===== config.mk =====
export PLATFORM = sky130hd
export DESIGN_NAME = serial_keyed_lru_instance_table_top
export DESIGN_NICKNAME = d
export VERILOG_FILES = /design/src/hdl/skit_pkg.sv /design/src/hdl/serial_keyed_lru_instance_table_top.sv /design/src/hdl/skit_pick.sv
export SDC_FILE = /design/constraint.sdc
export NUM_CORES = 1
export LEC_CHECK = 0
export BUFFER_PORTS_ARGS = -buffer_cell sky130_fd_sc_hd__buf_2
export CORE_UTILIZATION = 40
export CTS_CLUSTER_SIZE = 16
export DETAILED_ROUTE_END_ITERATION = 8
export PLACE_DENSITY = 0.59
export SYNTH_ARGS = -nofsm -noshare
export SYNTH_HDL_FRONTEND = slang
export SYNTH_SLANG_ARGS = --single-unit

===== constraint.sdc =====
create_clock -name clk -period 8.1 [get_ports clk]
set_input_delay 0.405 -clock clk [delete_from_list [all_inputs] [get_ports clk]]
set_output_delay 0.405 -clock clk [all_outputs]
set_load 0.1 [all_outputs]

===== src/hdl/skit_pkg.sv =====
// shared types, request codes and helpers for the serial keyed instance table
// depends on nothing; used by skit_pick and serial_keyed_lru_instance_table_top
`default_nettype none

package skit_pkg;

  // request codes
  localparam logic [1:0] REQ_ACCESS = 2'd0;
  localparam logic [1:0] REQ_DELETE = 2'd1;
  localparam logic [1:0] REQ_READ   = 2'd2;
  localparam logic [1:0] REQ_NONE   = 2'd3;

  // input word
  typedef struct packed {
    logic [1:0]  req_type;
    logic [31:0] raw_serial;
    logic [31:0] now_stamp;
    logic        slot_sel;
  } in_word_t;

  // result word
  typedef struct packed {
    logic        slot;
    logic        hit;
    logic        evicted;
    logic        entry_present;
    logic [31:0] entry_serial;
    logic [7:0]  entry_tag;
    logic [31:0] entry_stamp;
  } out_word_t;

  // lookup status handed from the slot picker to the table control
  typedef struct packed {
    logic hit;
    logic full;
  } pick_flags_t;

  // reverse the byte order of a serial word
  function automatic logic [31:0] swap_bytes(input logic [31:0] v);
    swap_bytes = {v[7:0], v[15:8], v[23:16], v[31:24]};
  endfunction

endpackage

`default_nettype wire


===== src/hdl/serial_keyed_lru_instance_table_top.sv =====
// top level of the serial keyed instance table: input register, slot store,
// result register; depends on skit_pkg and skit_pick
//
// Usage:
//   A request word is taken on in_data at a rising edge where start is high
//   and busy is low. busy is held low: a word can be taken every cycle.
//   Request codes: access by serial, delete slot, read slot; the fourth code
//   changes nothing and gives an all-zero result.
//   Each request gives exactly one result word on out_data, marked by
//   out_valid for a single cycle. A word taken is held in the input register,
//   looked up and applied to the table from there, and its result is captured
//   in the result register and strobed from it; one word per cycle is
//   sustained. The lookup is a parallel compare of all slots, so
//   the table update of one word is seen by the word that follows it.
//   The receiver cannot stall; results must be taken when strobed.
//   Reset (rst_n low, synchronous) clears all slot valid marks, the tag
//   counter and both pipeline valid flags; slot contents are not cleared.
`default_nettype none

module serial_keyed_lru_instance_table_top #(
  parameter int TABLE_SLOTS = 2,
  parameter int TAG_BITS    = 8
) (
  input  wire logic                clk,
  input  wire logic                rst_n,
  input  wire logic                start,
  output      logic                busy,
  input  wire skit_pkg::in_word_t  in_data,
  output      logic                out_valid,
  output      skit_pkg::out_word_t out_data
);

  localparam int IDX_W = (TABLE_SLOTS > 1) ? $clog2(TABLE_SLOTS) : 1;

  // input stage
  logic               in_v_r;
  skit_pkg::in_word_t in_r;

  // slot store
  logic [TABLE_SLOTS-1:0]               valid_r, valid_nxt;
  logic [TABLE_SLOTS-1:0][31:0]         serial_r;
  logic [TABLE_SLOTS-1:0][31:0]         stamp_r;
  logic [TABLE_SLOTS-1:0][TAG_BITS-1:0] tag_r;
  logic [TAG_BITS-1:0]                  tag_cnt_r, tag_cnt_nxt;

  // result stage
  logic                out_valid_r;
  skit_pkg::out_word_t out_r, out_nxt;

  // lookup
  logic [31:0]           key;
  logic [IDX_W-1:0]      pick;
  skit_pkg::pick_flags_t flags;
  logic                  sel_ok;
  logic [IDX_W-1:0]      sel_idx;
  logic [IDX_W-1:0]      rd_idx;
  logic                  wr_en;
  logic                  new_en;

  assign busy      = 1'b0;
  assign out_valid = out_valid_r;
  assign out_data  = out_r;

  // input register
  always_ff @(posedge clk) begin
    if (!rst_n) begin
      in_v_r <= 1'b0;
    end else begin
      in_v_r <= start && !busy;
    end
  end

  always_ff @(posedge clk) begin
    if (start && !busy) begin
      in_r <= in_data;
    end
  end

  assign key = skit_pkg::swap_bytes(in_r.raw_serial);

  skit_pick #(
    .TABLE_SLOTS (TABLE_SLOTS),
    .IDX_W       (IDX_W)
  ) u_pick (
    .valid  (valid_r),
    .serial (serial_r),
    .stamp  (stamp_r),
    .key    (key),
    .pick   (pick),
    .flags  (flags)
  );

  // slot selector decode
  assign sel_ok  = 32'(in_r.slot_sel) < TABLE_SLOTS;
  assign sel_idx = sel_ok ? IDX_W'(in_r.slot_sel) : '0;
  assign rd_idx  = (in_r.req_type == skit_pkg::REQ_ACCESS) ? pick : sel_idx;

  assign wr_en  = in_v_r && (in_r.req_type == skit_pkg::REQ_ACCESS);
  assign new_en = wr_en && !flags.hit;

  // request decode and result build
  always_comb begin
    valid_nxt   = valid_r;
    tag_cnt_nxt = tag_cnt_r;
    out_nxt     = '0;
    unique case (in_r.req_type)
      skit_pkg::REQ_ACCESS: begin
        if (in_v_r) begin
          valid_nxt[pick] = 1'b1;
        end
        if (new_en) begin
          tag_cnt_nxt = tag_cnt_r + TAG_BITS'(1);
        end
        out_nxt.slot          = pick[0];
        out_nxt.hit           = flags.hit;
        out_nxt.evicted       = !flags.hit && flags.full;
        out_nxt.entry_present = 1'b1;
        out_nxt.entry_serial  = key;
        out_nxt.entry_tag     = flags.hit ? 8'(tag_r[rd_idx]) : 8'(tag_cnt_r);
        out_nxt.entry_stamp   = in_r.now_stamp;
      end
      skit_pkg::REQ_DELETE: begin
        if (in_v_r && sel_ok) begin
          valid_nxt[sel_idx] = 1'b0;
        end
        out_nxt.slot = in_r.slot_sel;
      end
      skit_pkg::REQ_READ: begin
        out_nxt.slot = in_r.slot_sel;
        if (sel_ok && valid_r[sel_idx]) begin
          out_nxt.entry_present = 1'b1;
          out_nxt.entry_serial  = serial_r[rd_idx];
          out_nxt.entry_tag     = 8'(tag_r[rd_idx]);
          out_nxt.entry_stamp   = stamp_r[rd_idx];
        end
      end
      default: begin
        out_nxt = '0;
      end
    endcase
  end

  // control state
  always_ff @(posedge clk) begin
    if (!rst_n) begin
      valid_r     <= '0;
      tag_cnt_r   <= '0;
      out_valid_r <= 1'b0;
    end else begin
      valid_r     <= valid_nxt;
      tag_cnt_r   <= tag_cnt_nxt;
      out_valid_r <= in_v_r;
    end
  end

  // slot contents
  always_ff @(posedge clk) begin
    if (wr_en) begin
      stamp_r[pick] <= in_r.now_stamp;
    end
    if (new_en) begin
      serial_r[pick] <= key;
      tag_r[pick]    <= tag_cnt_r;
    end
  end

  // result register
  always_ff @(posedge clk) begin
    if (in_v_r) begin
      out_r <= out_nxt;
    end
  end

  // checks
  a_res_follows: assert property (@(posedge clk) disable iff (!rst_n)
    in_v_r |=> out_valid_r)
    else $error("request registered without a result one cycle later");

  a_no_spurious: assert property (@(posedge clk) disable iff (!rst_n)
    !in_v_r |=> !out_valid_r)
    else $error("result strobed with no request behind it");

  a_hit_no_evict: assert property (@(posedge clk) disable iff (!rst_n)
    out_valid_r && out_r.hit |-> !out_r.evicted && out_r.entry_present)
    else $error("hit reported together with eviction or absent entry");

  a_tag_only_new: assert property (@(posedge clk) disable iff (!rst_n)
    !new_en |=> $stable(tag_cnt_r))
    else $error("tag counter moved without a new entry");

  a_del_clears: assert property (@(posedge clk) disable iff (!rst_n)
    in_v_r && (in_r.req_type == skit_pkg::REQ_DELETE) && sel_ok
    |=> !valid_r[$past(sel_idx)])
    else $error("deleted slot still marked valid");

  a_access_sets: assert property (@(posedge clk) disable iff (!rst_n)
    wr_en |=> valid_r[$past(pick)])
    else $error("accessed slot not marked valid");

endmodule

`default_nettype wire


===== src/hdl/skit_pick.sv =====
// slot picker: parallel serial match, lowest free slot and oldest stamp search
// depends on skit_pkg
`default_nettype none

module skit_pick #(
  parameter int TABLE_SLOTS = 2,
  parameter int IDX_W       = 1
) (
  input  wire logic [TABLE_SLOTS-1:0]       valid,
  input  wire logic [TABLE_SLOTS-1:0][31:0] serial,
  input  wire logic [TABLE_SLOTS-1:0][31:0] stamp,
  input  wire logic [31:0]                  key,
  output      logic [IDX_W-1:0]             pick,
  output      skit_pkg::pick_flags_t        flags
);

  logic [TABLE_SLOTS-1:0] match;
  logic [TABLE_SLOTS-1:0] is_min;
  logic [TABLE_SLOTS-1:0] cand;

  // key compare against every slot
  always_comb begin
    for (int i = 0; i < TABLE_SLOTS; i++) begin
      match[i] = valid[i] && (serial[i] == key);
    end
  end

  // oldest slot: strictly older than all lower slots, no newer than higher ones
  always_comb begin
    for (int i = 0; i < TABLE_SLOTS; i++) begin
      is_min[i] = 1'b1;
      for (int j = 0; j < TABLE_SLOTS; j++) begin
        if (j < i && !(stamp[i] < stamp[j])) begin
          is_min[i] = 1'b0;
        end
        if (j > i && !(stamp[i] <= stamp[j])) begin
          is_min[i] = 1'b0;
        end
      end
    end
  end

  assign flags.hit  = |match;
  assign flags.full = &valid;

  // candidate set: match, else free slots, else oldest
  always_comb begin
    if (flags.hit) begin
      cand = match;
    end else if (!flags.full) begin
      cand = ~valid;
    end else begin
      cand = is_min;
    end
  end

  // lowest set candidate wins
  always_comb begin
    pick = '0;
    for (int i = TABLE_SLOTS - 1; i >= 0; i--) begin
      if (cand[i]) begin
        pick = IDX_W'(i);
      end
    end
  end

endmodule

`default_nettype wire


======== After elaboration in Yosys (flattened, before gate mapping) ========
Cells that the tools add are included.
storage, ports and cells
  word-level logic and storage cells ...... 87
  input bits .............................. 70
  bits in registers ....................... 299
  output and inout bits ................... 78
cells by class
  mux-type cells .......................... 33
  magnitude comparators ................... 7
  reduce and logical (&&, ||, !) cells .... 15
  add/sub/neg operators ................... 1
  bitwise operators ....................... 4
  equality and inequality tests ........... 6
operators by type and width
  operator             count
  $mux 32              5
  $pmux 73 s2          1
  $bwmux 64            2
  $mux 73              1
  $eq 32x32->1         2
  $demux 32 s1         1
  $le 32x32->1         1
  $lt 32x32->1         1
  $mux 8               4
  $bwmux 16            1
  $mux 1               9
  $add 8x1->8 const B  1
  $demux 8 s1          1
  $mux 2               4
  $logic_and 1x1->1    7
  $lt 1x2->1 const B   3
  $ne 2x2->1 const B   2
  $not 2->2            2
  $pmux 2 s2           1
  $reduce_and 2->1     2
  $reduce_or 2->1      2
  $reduce_and 3->1     1
  $and 2x2->2          1
  $demux 1 s1          2
  8 further kinds      9

======== Logic depth before layout (Yosys ltp) ========
Gate-level depths: netlist (run 1).
  word-level depth ........................ 13
  depth in mapped cells ................... 12

======== Modules after synthesis ========
From an unflattened synthesis (run 1), not the netlist that was laid out.
second synthesis, totals
  cells, all modules ...................... 829
  area total of the unflattened synthesis .. 12504.5 µm²
modules (own cells, without submodules)
  module                               area an instance (µm²)  instances  seq. area each (µm²)  cells an instance
  serial_keyed_lru_instance_table_top  10835.4                 1          8858.5                607
  skit_pick                            1669.1                  1          0.0                   222

======== Worst setup path before layout (run 1) ========
No wires, ideal clock.
  kind .................................... reg-to-reg
  start point ............................. register in_v_r
  end point ............................... register serial_r[0] (netlist bit), enable pin
  clock period less this slack ............ 5.805 ns
  buffers on the path ..................... 0
  stages on the path, launching flop included .. 3
  path slack .............................. 2.295 ns
  required time ........................... 7.613 ns
  arrival ................................. 5.318 ns
  library setup time ...................... 0.487 ns
  cell sequence ........................... dfxtp_1 > nand2_1 > nor3_1
between the ends
  cells in the longest elaborated chain, start to end .. 2
RTL lines
  item                           RTL line                                    source
  start, declared                serial_keyed_lru_instance_table_top.sv:36   logic in_v_r;
  start signal, assigned         serial_keyed_lru_instance_table_top.sv:69   in_v_r <= start && !busy;
  $logic_and 1x1->1              serial_keyed_lru_instance_table_top.sv:98   assign wr_en = in_v_r && (in_r.req_type == skit_pkg::REQ_ACCESS);
  $logic_and 1x1->1              serial_keyed_lru_instance_table_top.sv:99   assign new_en = wr_en && !flags.hit;
  end signal, assigned by index  serial_keyed_lru_instance_table_top.sv:162  serial_r[pick] <= key;
  end, declared                  serial_keyed_lru_instance_table_top.sv:41   logic [TABLE_SLOTS-1:0][31:0] serial_r;
No other way between the ends.
A chain may end at the register's enable or synchronous reset.

==> reports/metrics.csv, run 1 <==
stage;metric;value;unit
outcome;status;finished clean;
worst_hold_path;WHS Path Cells;1;
critical_path;WP buf/inv;1;
synthesis;top cell type's share of synthesized area;0.669;
routing;1st-iter DRT viols;461;
routing;final WL;28400;microns
critical_path;CP max stage cell;o31a_1;
global_routing;largest net degree at the start of global routing;85;
floorplanning;cell row count;65;
synthesis;ys flop type;edfxtp_1;
placement;dpl ws;4100;ps
synthesis;Post-synth EDFFs;287;
global_routing;initial antenna violation count;0;
flow_run;max_cap viols;0;
synthesis;Mapped Nets;997;
finish;Inserted Diodes;0;
clocking;Clock Pin Slew Worst Setup and Hold Paths;60;ps
pwr;Lkg Pwr;5.66;nW
timing;final setup vio count;0;
pwr;peak supply drop;151;uV
global_routing;grt met1 use;0.237;
placement;GPL Wtd Cong;0.820;
floorplanning;full die area;0.0329;sq mm
critical_path;worst r2r path cells;8;
clocking;cts bufs inserted;35;
floorplanning;Die Y;181;microns
timing;fmax;250;MHz
synthesis;cell area after synthesis;0.0129;sq mm
critical_path;WP data required;8230;ps
timing;fin. max-slew vios;0;
clocking;CTS tree;built;
clocking;# hold bufs at CTS;0;
routing;average wire per standard cell;19.2;microns
finish;fin nets;1158;
timing;worst-case clock skew;20.2;ps
global_routing;first-pass GRT wire length;43200;microns
global_routing;GRT busiest layer;met2;
placement;Port Buffers;146;
synthesis;#FFs+latches synth;299;
clocking;Post-CTS Resized;0;
critical_path;Crit Path Max Fanout;33;
pwr;PwrDens;242;mW/mm^2
clocking;Root Driver;clkbuf_16;
floorplanning;I/O pins;148;
floorplanning;Core Box Area;0.0316;sq mm
floorplanning;Initial Util;0.407;
clocking;Setup Fix Bufs, Post-CTS;0;
critical_path;Setup crit end kind;register;
timing;fin worst setup slack;4090;ps
critical_path;WP data arrival;4140;ps
synthesis;asr flop ratio synth;0;
critical_path;Levels on crit path;8;
timing;WHS;69.4;ps
floorplanning;Die X;181;microns
routing;Initial DRT Pass Iterations;5;
placement;DP HPWL;18400;microns
clocking;clock sink count;299;
routing;Via density;5.14;
synthesis;sequential area share after synthesis;0.687;
timing;minimum clock period;4010;ps
critical_path;Crit Path Class;register to register;
timing;Fin. Hold Viols;0;
timing;RSZ-0062 raised after global routing;false;
synthesis;Synth warnings;0;
synthesis;Yosys top cell by area;edfxtp_1;
global_routing;vias in the first global route;7650;
global_routing;grt met3 use;0.0309;
synthesis;Gate Count Post-Synth;890;
finish;layout cells sized above 1;0.199;
critical_path;cell family with most CP delay;simple AND/OR/NAND/NOR gates;
clocking;latest clock arrival within the worst-skew pair;510;ps
pwr;total power;3.64;mW
synthesis;Synth cell types;53;
timing;setup TNS;0;ps
worst_hold_path;HP Class;input port to register;
global_routing;met2 GRT Util;0.275;
timing;Worst-Margin Slew;1050;ps
global_routing;GRT Util Overall;0.171;
synthesis;top cells by area, synth;edfxtp_1, mux2i_1, ha_1, nand2_1, xnor2_1;
critical_path;slowest stage delay, CP;760;ps
finish;Fillers;2824;
critical_path;crit start category;register;
timing;period utilisation layout;0.494;
routing;antenna-violating nets left;0;
routing;DR vias;7597;
synthesis;Syn Area/Cell;14.5;sq um
timing;Slew HR;0.303;
clocking;Max Root-Sink Buffers;3;
finish;Area growth syn-to-layout;17.0;%
critical_path;crit path cell chain;ha_1 -> nand4_1 -> or4_4 -> a21o_1 -> a31oi_1 -> o31a_1 -> and2_1 -> buf_4;
clocking;H-tree Lvls;2;
global_routing;Congestion Overflow GR;0;
routing;drt drc;0;
-- through the flow --
step                 util  cells  area [sq um]
global placement    0.442   1416         14000
finish              0.476   1479         15100
detailed placement  0.442   1416         14000
global route        0.476   1479         15100
floorplan               -    890         12900
CTS                 0.476   1479         15100
-- area by class of cell --
cell class	count	area, sq um	share of cell area
Clock buffer	48	956	0.0634
Clock inverter	15	138	0.00913
Inverter	42	158	0.0105
Multi-Input combinational cell	518	3660	0.243
Sequential cell	299	8860	0.588
Tap cell	402	503	0.0334
Timing Repair Buffer	155	801	0.0531
-- where the power goes --
part	internal [mW]	switching [mW]	leakage, nW	total (mW)
clock	0.893	0.595	0.535	1.49
combinational	0.0878	0.246	2.33	0.334
sequential	1.77	0.0530	2.79	1.82
-- registers in the layout, indices dropped and copies added, names as in the netlist --
register,cells
sel_idx,1
stamp_r,64
out_data,76
in_r,66
tag_cnt_r,8
out_valid,1
in_v_r,1
tag_r,16
valid_r,2
serial_r,64
-- cell families after synthesis --
group,Yosys count,share of synthesized area
mux,79,0.0615
compound gates,129,0.0577
simple gates,203,0.0798
xor+xnor,69,0.0469
flops,299,0.687
other cells,1,0.000291
buf+inv,73,0.0305
fa+ha+maj,37,0.0359
-- cell usage after synthesis (all sizes together), types with 6 or more instances --
master,instances
a21oi,19
clkbuf,21
a31oi,6
nor4,12
or4,7
nor2,21
nand4,22
a221oi,6
edfxtp,287
mux2i,78
buf,10
nor3,7
and2,10
dfxtp,12
nand3,8
inv,42
xor2,30
o21ai,76
nand2,91
xnor2,39
ha,37
-- path summary, 6_finish.rpt --
check              startpoint            to  slack (ps)
setup / recovery  stamp_r[13]  serial_r[35]        4090
hold / removal     in_data[9]       in_r[9]          70
setup reg to reg  stamp_r[13]  serial_r[35]        4090
hold reg to reg      in_r[26]   stamp_r[57]         470
-- cells in the final DEF (no fill, tap or decap), drive strengths merged, types with 19 or more instances in the layout --
cell    count
a21oi      19
buf       155
clkbuf     48
edfxtp    287
ha         37
inv        43
mux2i      78
nand2      91
nand4      22
nor2       21
o21ai      76
xnor2      39
xor2       30
-- metal layers --
layer	vias up	routed length (microns)
li1	3648	-
met1	3687	13300
met2	225	13100
met3	37	1490
met4	0	487
met5	-	0
Power figures use the tool's default switching activity.
==> run 2, diff against run 1 <==
Settings changed: PLACE_DENSITY 0.59 to 0.61.
Clock period 8.1 ns to 3.4 ns, I/O delays scaled along.
==> run 2 against run 1 <==
Net effect: critical path depth rose by 1; sequential power rose by 140%; worst hold slack got worse by 20 ps; total power rose by 140%; non-clock buffer count rose by 80; design area rose by 6.4%; via count rose by 3.5%; core utilization rose by 3.0 points; critical endpoint is now out_data[36]; setup slack got worse by 3900 ps.
==> reports/metrics.csv, run 2 (synthesized netlist as in run 1, its figures left out) <==
stage;metric;value;unit
routing;drt drc;0;
global_routing;first-pass GRT wire length;45100;microns
critical_path;cell family with most CP delay;simple AND/OR/NAND/NOR gates;
clocking;Clock Pin Slew Worst Setup and Hold Paths;60;ps
critical_path;WP data arrival;3480;ps
critical_path;R2R setup slack;180;ps
finish;max FFs per register;76;
timing;period utilisation layout;0.947;
critical_path;crit path cell chain;ha_1 -> nand4_1 -> or4_1 -> o31ai_1 -> a31oi_1 -> or4_1 -> o21ai_2 -> a221oi_1 -> o211a_1;
timing;Worst-Margin Slew;999;ps
routing;final WL;29000;microns
global_routing;GRT Util Overall;0.179;
clocking;latest clock arrival within the worst-skew pair;530;ps
floorplanning;full die area;0.0329;sq mm
global_routing;initial antenna violation count;0;
finish;multi-input logic area;0.00373;sq mm
pwr;Lkg Pwr;6.06;nW
placement;DP HPWL;18600;microns
finish;post-layout util;0.507;
clocking;Root Driver;clkbuf_16;
pwr;total power;8.83;mW
global_routing;GRT busiest layer;met2;
critical_path;Reg-to-Reg Start;stamp_r[27];
critical_path;Crit Path Class;register to register;
critical_path;Setup crit end kind;register;
finish;final instance count without filler cells;1557;
global_routing;largest net degree at the start of global routing;69;
timing;Slew HR;0.334;
routing;Via density;5.05;
critical_path;Crit Path Max Fanout;5;
finish;fin nets;1237;
global_routing;vias in the first global route;7992;
global_routing;grt met1 use;0.245;
finish;Finished Cell Area;0.0160;sq mm
critical_path;Critical path origin;stamp_r[27];
routing;average wire per standard cell;18.6;microns
clocking;CTS tree;built;
placement;area of placed instances;0.0142;sq mm
timing;WHS;49.1;ps
pwr;PwrDens;551;mW/mm^2
finish;Fillers;2641;
global_routing;met2 GRT Util;0.291;
clocking;Max Root-Sink Buffers;3;
finish;Area growth syn-to-layout;24.5;%
critical_path;CP dominant cell by count;or4_1;
critical_path;WP buf/inv;0;
flow_run;max_cap viols;0;
timing;Fin. Hold Viols;0;
finish;FF+latch area;0.00886;sq mm
floorplanning;cell row count;65;
routing;antenna-violating nets left;0;
finish;commonest non-fill, non-tap cell in the layout;edfxtp_1;
worst_hold_path;HP Class;input port to register;
routing;DR vias;7865;
floorplanning;I/O pins;148;
timing;fmax;311;MHz
timing;minimum clock period;3220;ps
timing;fin. max-slew vios;0;
global_routing;grt met3 use;0.0301;
finish;most frequent cells in the layout;edfxtp_1, buf_2, nand2_1;
global_routing;Congestion Overflow GR;0;
finish;layout cells sized above 1;0.203;
critical_path;slowest stage delay, CP;580;ps
routing;Initial DRT Pass Iterations;5;
timing;worst-case clock skew;29.0;ps
critical_path;WP data required;3660;ps
finish;Inserted Diodes;0;
clocking;cts bufs inserted;34;
critical_path;CP max stage cell;or4_1;
placement;Port Buffers;146;
timing;RSZ-0062 raised after global routing;false;
placement;placed instance count;1428;
clocking;H-tree Lvls;2;
critical_path;crit start category;register;
placement;GPL Wtd Cong;0.791;
routing;1st-iter DRT viols;543;
timing;final setup vio count;0;
floorplanning;Die X;181;microns
outcome;status;finished clean;
floorplanning;Core Box Area;0.0316;sq mm
pwr;peak supply drop;434;uV
worst_hold_path;HP Start;rst_n;
floorplanning;Initial Util;0.407;
floorplanning;Die Y;181;microns
clocking;clock sink count;299;
-- run 2: cell types whose count changed in the layout (fill, tap and decap cells not counted), sizes merged --
cell         change
dlygate4sd3     +67
inv              -1
bufinv           +1
clkinv           +1
buf             +13
clkbuf           -3
-- run 2: cell type report --
cell class	instances	share of cell area
multi-input combinational	518	0.233
timing repair buffer	235	0.104
inverter	42	0.00983
tap	402	0.0314
sequential	299	0.553
clock buffer	45	0.0588
clock inverter	16	0.0106
-- run 2: report_power, final --
group          leakage [nW]  switching [mW]  internal, mW
clock network         0.546            1.43          2.19
logic                  2.72           0.608         0.281
registers              2.79           0.119          4.21
total                  6.06            2.16          6.67
-- run 2: per-stage QoR --
stage | setup WS, ps | TNS [ps]
2_1_floorplan | -172 | -8690
3_3_place_gp | 159 | 0
3_5_place_dp | 67.6 | 0
4_1_cts | 45.4 | 0
5_1_grt | 21.7 | 0
6_report | 181 | 0
-- run 2: final timing paths --
path | to | cells after the start
setup reg to reg | out_data[36] | 9
hold reg to reg | stamp_r[30] | 0
setup / recovery | out_data[36] | 9
hold / removal | tag_cnt_r[7] | 3
-- run 2: what timing repair did --
action | 4_1_cts | 5_1_grt
setup endpoints to repair | 0 | 43
resized for setup | 0 | 3
hold buffers | 67 | 0
endpoints found under the hold margin | 67 | 0
setup buffers | 0 | 1
-- run 2: worst min-delay path, delay by kind of cell --
family                 cells  cell delay, ps
buffers and inverters      1             180
and+or+nand+nor            1              90
muxes                      1              50
-- run 2: metal layers --
metal / routed length (microns) / up-vias
met5: 0 / -
met4: 699 / 0
met3: 1370 / 44
met2: 13500 / 212
met1: 13400 / 3794
li1: - / 3815
